`src/rtl/core/assert_macros.svh`:
```
// Assertion macros used by the allocator top level; empty bodies under synthesis.
`ifndef ASSERT_MACROS_SVH
`define ASSERT_MACROS_SVH
`ifndef SYNTHESIS
`define ASSERT_ALWAYS(lbl, clk, rst, prop) \
   lbl: assert property (@(posedge clk) disable iff (rst) (prop)) \
      else $error("assertion failed");
`define ASSERT_IMPL(lbl, clk, rst, ante, cons) \
   lbl: assert property (@(posedge clk) disable iff (rst) (ante) |-> (cons)) \
      else $error("assertion failed");
`define ASSERT_NEXT(lbl, clk, rst, ante, cons) \
   lbl: assert property (@(posedge clk) disable iff (rst) (ante) |=> (cons)) \
      else $error("assertion failed");
`else
`define ASSERT_ALWAYS(lbl, clk, rst, prop)
`define ASSERT_IMPL(lbl, clk, rst, ante, cons)
`define ASSERT_NEXT(lbl, clk, rst, ante, cons)
`endif
`endif

```
`src/rtl/core/ffha_pkg.sv`:
```
// Types and constants of the first-fit heap allocator.
package ffha_pkg;

   typedef struct packed {
      logic        mark;
      logic        taken;
      logic [15:0] size;
      logic [15:0] prev;
      logic [15:0] next;
      logic        has_prev;
      logic        has_next;
   } hdr_type;

   localparam logic OP_ALLOC = 1'b0;

   localparam logic [1:0] ST_OK        = 2'd0;
   localparam logic [1:0] ST_BAD_LEN   = 2'd1;
   localparam logic [1:0] ST_NOT_HDR   = 2'd2;
   localparam logic [1:0] ST_NOT_ALLOC = 2'd3;

   typedef enum logic [3:0] {
      S_CLEAR, S_IDLE, S_A_CHK, S_A_FIXN, S_A_WRB, S_F_CHK, S_F_PCHK,
      S_F_PFIX, S_F_NRD, S_F_NCHK, S_F_NFIX, S_RSP
   } state_type;

   typedef enum logic [3:0] {
      CMD_NONE, CMD_CLEAR, CMD_ACCEPT, CMD_A_CHK, CMD_A_FIXN, CMD_A_WRB,
      CMD_F_CHK, CMD_F_PCHK, CMD_F_PFIX, CMD_F_NRD, CMD_F_NCHK, CMD_F_NFIX
   } cmd_type;

   typedef struct packed {
      logic clr_done;
      logic req_alloc;
      logic bad_len;
      logic bad_off;
      logic fit;
      logic mark;
      logic taken;
      logic has_prev;
      logic has_next;
      logic b_has_next;
   } dp_status_type;

endpackage

```
`src/rtl/core/ffha_ctrl.sv`:
```
// Controller state machine of the heap allocator.
module ffha_ctrl (
   input  logic                   clock,
   input  logic                   reset,
   input  logic                   req_valid,
   input  logic                   rsp_ready,
   input  ffha_pkg::dp_status_type status,
   output ffha_pkg::cmd_type       cmd,
   output logic                   req_ready,
   output logic                   rsp_valid
);
   import ffha_pkg::*;

   state_type state_ff, state_in;

   always_ff @(posedge clock) begin
      if (reset) begin
         state_ff <= S_CLEAR;
      end else begin
         state_ff <= state_in;
      end
   end

   always_comb begin
      state_in = state_ff;
      unique case (state_ff)
         S_CLEAR: if (status.clr_done) state_in = S_IDLE;
         S_IDLE: begin
            if (req_valid) begin
               if (status.req_alloc) state_in = status.bad_len ? S_RSP : S_A_CHK;
               else                  state_in = status.bad_off ? S_RSP : S_F_CHK;
            end
         end
         S_A_CHK: begin
            if (status.fit)           state_in = status.has_next ? S_A_FIXN : S_A_WRB;
            else if (!status.has_next) state_in = S_RSP;
         end
         S_A_FIXN: state_in = S_A_WRB;
         S_A_WRB:  state_in = S_RSP;
         S_F_CHK: begin
            if (!status.mark || !status.taken) state_in = S_RSP;
            else if (status.has_prev)          state_in = S_F_PCHK;
            else if (status.has_next)          state_in = S_F_NCHK;
            else                               state_in = S_RSP;
         end
         S_F_PCHK: begin
            if (!status.b_has_next) state_in = S_RSP;
            else if (!status.taken) state_in = S_F_PFIX;
            else                    state_in = S_F_NCHK;
         end
         S_F_PFIX: state_in = S_F_NRD;
         S_F_NRD:  state_in = S_F_NCHK;
         S_F_NCHK: state_in = (!status.taken && status.has_next) ? S_F_NFIX : S_RSP;
         S_F_NFIX: state_in = S_RSP;
         S_RSP:    if (rsp_ready) state_in = S_IDLE;
         default:  state_in = S_CLEAR;
      endcase
   end

   always_comb begin
      cmd       = CMD_NONE;
      req_ready = 1'b0;
      rsp_valid = 1'b0;
      unique case (state_ff)
         S_CLEAR:  cmd = CMD_CLEAR;
         S_IDLE: begin
            req_ready = 1'b1;
            if (req_valid) cmd = CMD_ACCEPT;
         end
         S_A_CHK:  cmd = CMD_A_CHK;
         S_A_FIXN: cmd = CMD_A_FIXN;
         S_A_WRB:  cmd = CMD_A_WRB;
         S_F_CHK:  cmd = CMD_F_CHK;
         S_F_PCHK: cmd = CMD_F_PCHK;
         S_F_PFIX: cmd = CMD_F_PFIX;
         S_F_NRD:  cmd = CMD_F_NRD;
         S_F_NCHK: cmd = CMD_F_NCHK;
         S_F_NFIX: cmd = CMD_F_NFIX;
         S_RSP:    rsp_valid = 1'b1;
         default:  cmd = CMD_NONE;
      endcase
   end
endmodule

```
`config.mk`:
```
export PLATFORM = sky130hd
export DESIGN_NAME = ffha_ctrl
export DESIGN_NICKNAME = d
export VERILOG_FILES = /design/src/rtl/core/assert_macros.svh /design/src/rtl/core/ffha_pkg.sv /design/src/rtl/core/ffha_ctrl.sv
export SDC_FILE = /design/constraint.sdc
export NUM_CORES = 1
export LEC_CHECK = 0
export ABC_AREA = 1
export BUFFER_PORTS_ARGS = -buffer_cell sky130_fd_sc_hd__buf_2
export CORE_MARGIN = 2
export CORE_UTILIZATION = 35
export DETAILED_ROUTE_END_ITERATION = 8
export GPL_TIMING_DRIVEN = 0
export SETUP_SLACK_MARGIN = 0.5
export SLEW_MARGIN = 40
export SYNTH_ARGS = -nofsm -noshare
export SYNTH_HDL_FRONTEND = slang
export SYNTH_SLANG_ARGS = --single-unit
```
`constraint.sdc`:
```
create_clock -name clock -period 1.7 [get_ports clock]
set_input_delay 0.17 -clock clock [delete_from_list [all_inputs] [get_ports clock]]
set_output_delay 0.17 -clock clock [all_outputs]
set_load 0.1 [all_outputs]
```
# After elaboration in Yosys (flattened, before gate mapping)

Cells that the tools add are included.

Flip-flop bits (word level): 4
Latch bits: 0
Bits in read-only memories: 0
Memories: 0
Memory bits (writable): 0
Logic and storage cells: 43
Output and inout bits: 6
Bits of input ports: 14

Divide/modulo/power cells: 0
Multiply operators: 0
Bitwise gates (word level): 0
Magnitude comparators: 0
Shifts and indexed selects: 0
Muxes and demuxes: 20
Equality and inequality tests: 15
Add/subtract/negate cells: 0
Reductions and logical operators: 7

Operators with widths:

| kind                                                                   | number |
|---|---|
| 4-bit one-hot mux with 11 select lines                                 | 2 |
| 4-bit two-way mux                                                      | 12 |
| 4-bit by 3-bit equality test with 1-bit output (second input constant) | 4 |
| 4-bit equality test (second input constant)                            | 4 |
| 4-bit by 2-bit equality test with 1-bit output (second input constant) | 2 |
| 2-bit != test (second input constant)                                  | 3 |
| 4-bit by 1-bit equality test with 1-bit output (second input constant) | 1 |
| 4-bit logical NOT                                                      | 1 |
| 2-bit two-way mux                                                      | 2 |
| 4-bit AND reduction                                                    | 1 |
| 1-bit two-way mux                                                      | 3 |
| 3-bit two-way mux                                                      | 1 |
| 3-bit != test (second input constant)                                  | 1 |
| 1-bit logical NOT                                                      | 2 |
| 2-bit OR reduction                                                     | 1 |
| 1-bit logical AND                                                      | 1 |
| 1-bit logical OR                                                       | 1 |

# Logic depth before layout (Yosys ltp)

Depth after elaboration: 4
Depth in mapped cells: 9
Depth with buffers taken out: 9

# Least setup slack after synthesis

Ideal clock, no wire load.

Path type: register to output
From: register state_ff[3]
To: output cmd[1]
Required time: 1.530 ns
Path buffers: 0
Slack: -1.231 ns
Stages on the path, launching flop included: 6
Arrival time: 2.761 ns
Cell sequence: dfxtp_1 inv_1 nand2_1 nor2_1 nand2_1 o2111ai_1

Word-level cells in the longest chain between the ends: 2
Elaborated cells on any way between the ends: 12
Those cells by class: eq/ne: 10; mux: 1; reduce/logical: 1

RTL lines:

| what                                        | line            | source |
|---|---|---|
| from (decl)                                 | ffha_ctrl.sv:14 | `state_type state_ff, state_in;` |
| from (signal assigned)                      | ffha_ctrl.sv:20 | `state_ff <= state_in;` |
| 4-bit equality test (tied with other cells) | ffha_ctrl.sv:64 | `unique case (state_ff)` |
| 4-bit one-hot mux with 11 select lines *    | ffha_ctrl.sv:64 |  |
| to (decl)                                   | ffha_ctrl.sv:8  | `output ffha_pkg::cmd_type cmd,` |

Every way passes the cells marked *; elsewhere a longest branch is shown, timed or not.

# Final worst setup path

From: register state_ff[0]
To: output cmd[1]

The elaborated chain is that of the path after synthesis.

==> flow_summary.toml <==
[cts]
htree_levels = 1
worstSkewPairLatency_ps = 240
cts-root-buf = "clkbuf_4"
cts_buffers = 3
cts_hold_buf = 0
clkTransAtPathRegs_ps = 40
cts_sinks = 4
cts_buffer_depth = 2
tritoncts = "done"

[timing]
rsz0062_at_grt = "yes"
finalCriticalPeriod_ps = 1420
tns_ps = 0
final-hold-violation-count = 0
setup_violations = 0
post-route-period-util_pct = 83.6
whs_ps = 149
worst_pin_slew_ps = 278
fin_skew_ps = 9.53
drv_slew = 0
max-slew-margin-rel_pct = 81.4
fmax_mhz = 703

[placement]
hpwl_um = 1260
port_buffers = 19
gp_congestion = 0.810

[floorplanning]
rows = 14
dieArea_sq_mm = 0.00185
boundaryPins = 20
start_util_pct = 36.2
core_sq_mm = 0.00147
die_x_um = 43.0
die_y_um = 43.0

[flow_run]
cap_violations = 0

[pwr]
p_int_uw = 879
p_sw_uw = 1120
ir_drop_mv = 0.932
p_seq_share_pct = 12.0
p_total_uw = 2000
leakage_uw = 0.000513
clockPowerShare_pct = 6.5
powerDensity_mw_per_mm2 = 1860
power.share.combinational_pct = 81.5
swShare_pct = 56.1

[drt]
post_drt_wl_per_cell_um = 13.1
routed_wl_um = 2020
drt_iter0_markers = 26
num_vias = 808
drc = 0
via_per_inst = 5.25
dr.pass1.iters = 4
ant_nets = 0

[global_route]
grt_pass1_vias = 765
grt_overflow = 0
grt_use_total_pct = 23.6
grt_max_degree = 7
antenna_found_initial = 0
grt_pass1_wl_um = 3300

[critical_path]
r2r-start = "state_ff[0]$_SDFFE_PP0P_"
cp.arrival_ps = 1250
worst_setup_path_start_kind = "register"
r2r_slack_ps = 300
r2r-end = "state_ff[0]$_SDFFE_PP0P_"
crit_type = "reg -> out"
reg2reg_depth = 8
endpoint_kind = "primary output"
crit_required_ps = 1530
worstPathMaxFanout = 5

[synthesis]
async_flop_share_pct = 0
yosysWarnings = 0
synth_edf_count = 0
syn_area_sq_um = 533
ys_top_cells_by_area = "nand2_1, dfxtp_1, nor2_1"
ys_seq_elements = 4
synth_largest_area_cell = "nand2_1"
synth-main-ff-cell = "dfxtp_1"
syn_inst = 100
synth_commonest_cells = "nand2_1, nor2_1, inv_1, nand3_1, a21oi_1"
yosysMostFrequentCell = "nand2_1"
seq_area_frac_synth_pct = 15.0
synth_cell_types = 19
avgSynthCellArea_sq_um = 5.33
yosysTopAreaCellShare_pct = 23.2
syn-num-nets = 114

[cells_and_area]
drive_above_1_share_pct = 59.4
n_antenna_cell = 0
area_growth_pct = 102
reg_top3 = "state_ff x4"
finalNetCount = 153
largest_register = "state_ff"
largest_reg_flops = 4

[worst_hold_path]
min_delay_worst_endpoint = "state_ff[3]$_SDFFE_PP0P_"
hold_class = "in -> reg"
hold_start = "reset"
min_path_cells = 2

[run_status]
status = "completed"
## cells in the final DEF (no fill, tap or decap), types with 3 or more instances in the layout
cell type	netlist	layout
a21oi_2	0	4
buf_12	0	5
buf_2	0	13
buf_4	0	10
buf_6	0	5
clkbuf_4	0	3
dfxtp_4	0	4
inv_1	10	7
nand2_1	33	23
nand2_2	2	9
nand2_4	1	3
nand3_1	8	6
nor2_1	15	11
nor2_2	3	3
nor2_4	3	7
o21ai_4	0	3
## stage by stage
stage / worst slack, ps / utilization (%) / std cells / cell area (sq um)
after detailed placement: 186 / 49.1 / 135 / 722
after global placement: 179 / 49.1 / 135 / 722
after CTS: 281 / 68.2 / 151 / 1000
final: 278 / 73.3 / 154 / 1080
after floorplan: 106 / - / 100 / 607
after global routing: 216 / 73.3 / 154 / 1080
## power by group through the flow
stage / registers [uW] / clock network [uW] / logic (uW)
final: 241 / 131 / 1630
after CTS: 230 / 135 / 1490
after detailed placement: 219 / 0 / 1040
after global placement: 217 / 0 / 1030
after global routing: 246 / 144 / 1720
after floorplan: 203 / 0 / 884
## how the worst max path moves through the flow
stage	start	endpoint	slack (ps)	cells past startpoint
floorplan	state_ff[2]$_SDFFE_PP0P_	cmd[1]	110	5
global placement	state_ff[2]$_SDFFE_PP0P_	cmd[1]	180	5
detailed placement	state_ff[2]$_SDFFE_PP0P_	cmd[1]	190	5
CTS	state_ff[2]$_SDFFE_PP0P_	cmd[1]	280	5
global route	state_ff[3]$_SDFFE_PP0P_	cmd[1]	220	6
finish	state_ff[0]$_SDFFE_PP0P_	cmd[1]	280	5
## logic make-up after synthesis
| kind of cell | Yosys count | share of synthesized area (%) |
|---|---|---|
| compound gates | 16 | 17.8 |
| buf+inv | 13 | 9.16 |
| flops | 4 | 15.0 |
| simple gates | 67 | 58.0 |
## layer usage
metal  up-vias  part of all wire (%)  track usage (%)
li1        401                     -                -
met1       359                    39             27.8
met4         0                   1.9             1.82
met3         6                   5.3             5.11
met5         -                     0                0
met2        42                    54             44.8
## worst max-delay path: stages (launching register included)
cell and delay [ps]:
dfxtp_4 390, inv_2 70, nor2_4 140, nand2_2 90, o2111ai_4 120, buf_12 200
## area by class of cell
cell class | count | area (sq um)
inverter | 13 | 66.3
tap | 16 | 20.0
multi-input combinational | 83 | 559
timing repair buffer | 34 | 312
clock buffer | 4 | 26.3
fill | 117 | 393
sequential | 4 | 95.1
## repair_timing
item,CTS,global route
gates cloned,0,0
pin swaps,10,8
endpoints found under the setup margin,10,10
buffers inserted,12,3
gates resized for setup,45,15
(Power assumes the default switching activity.)
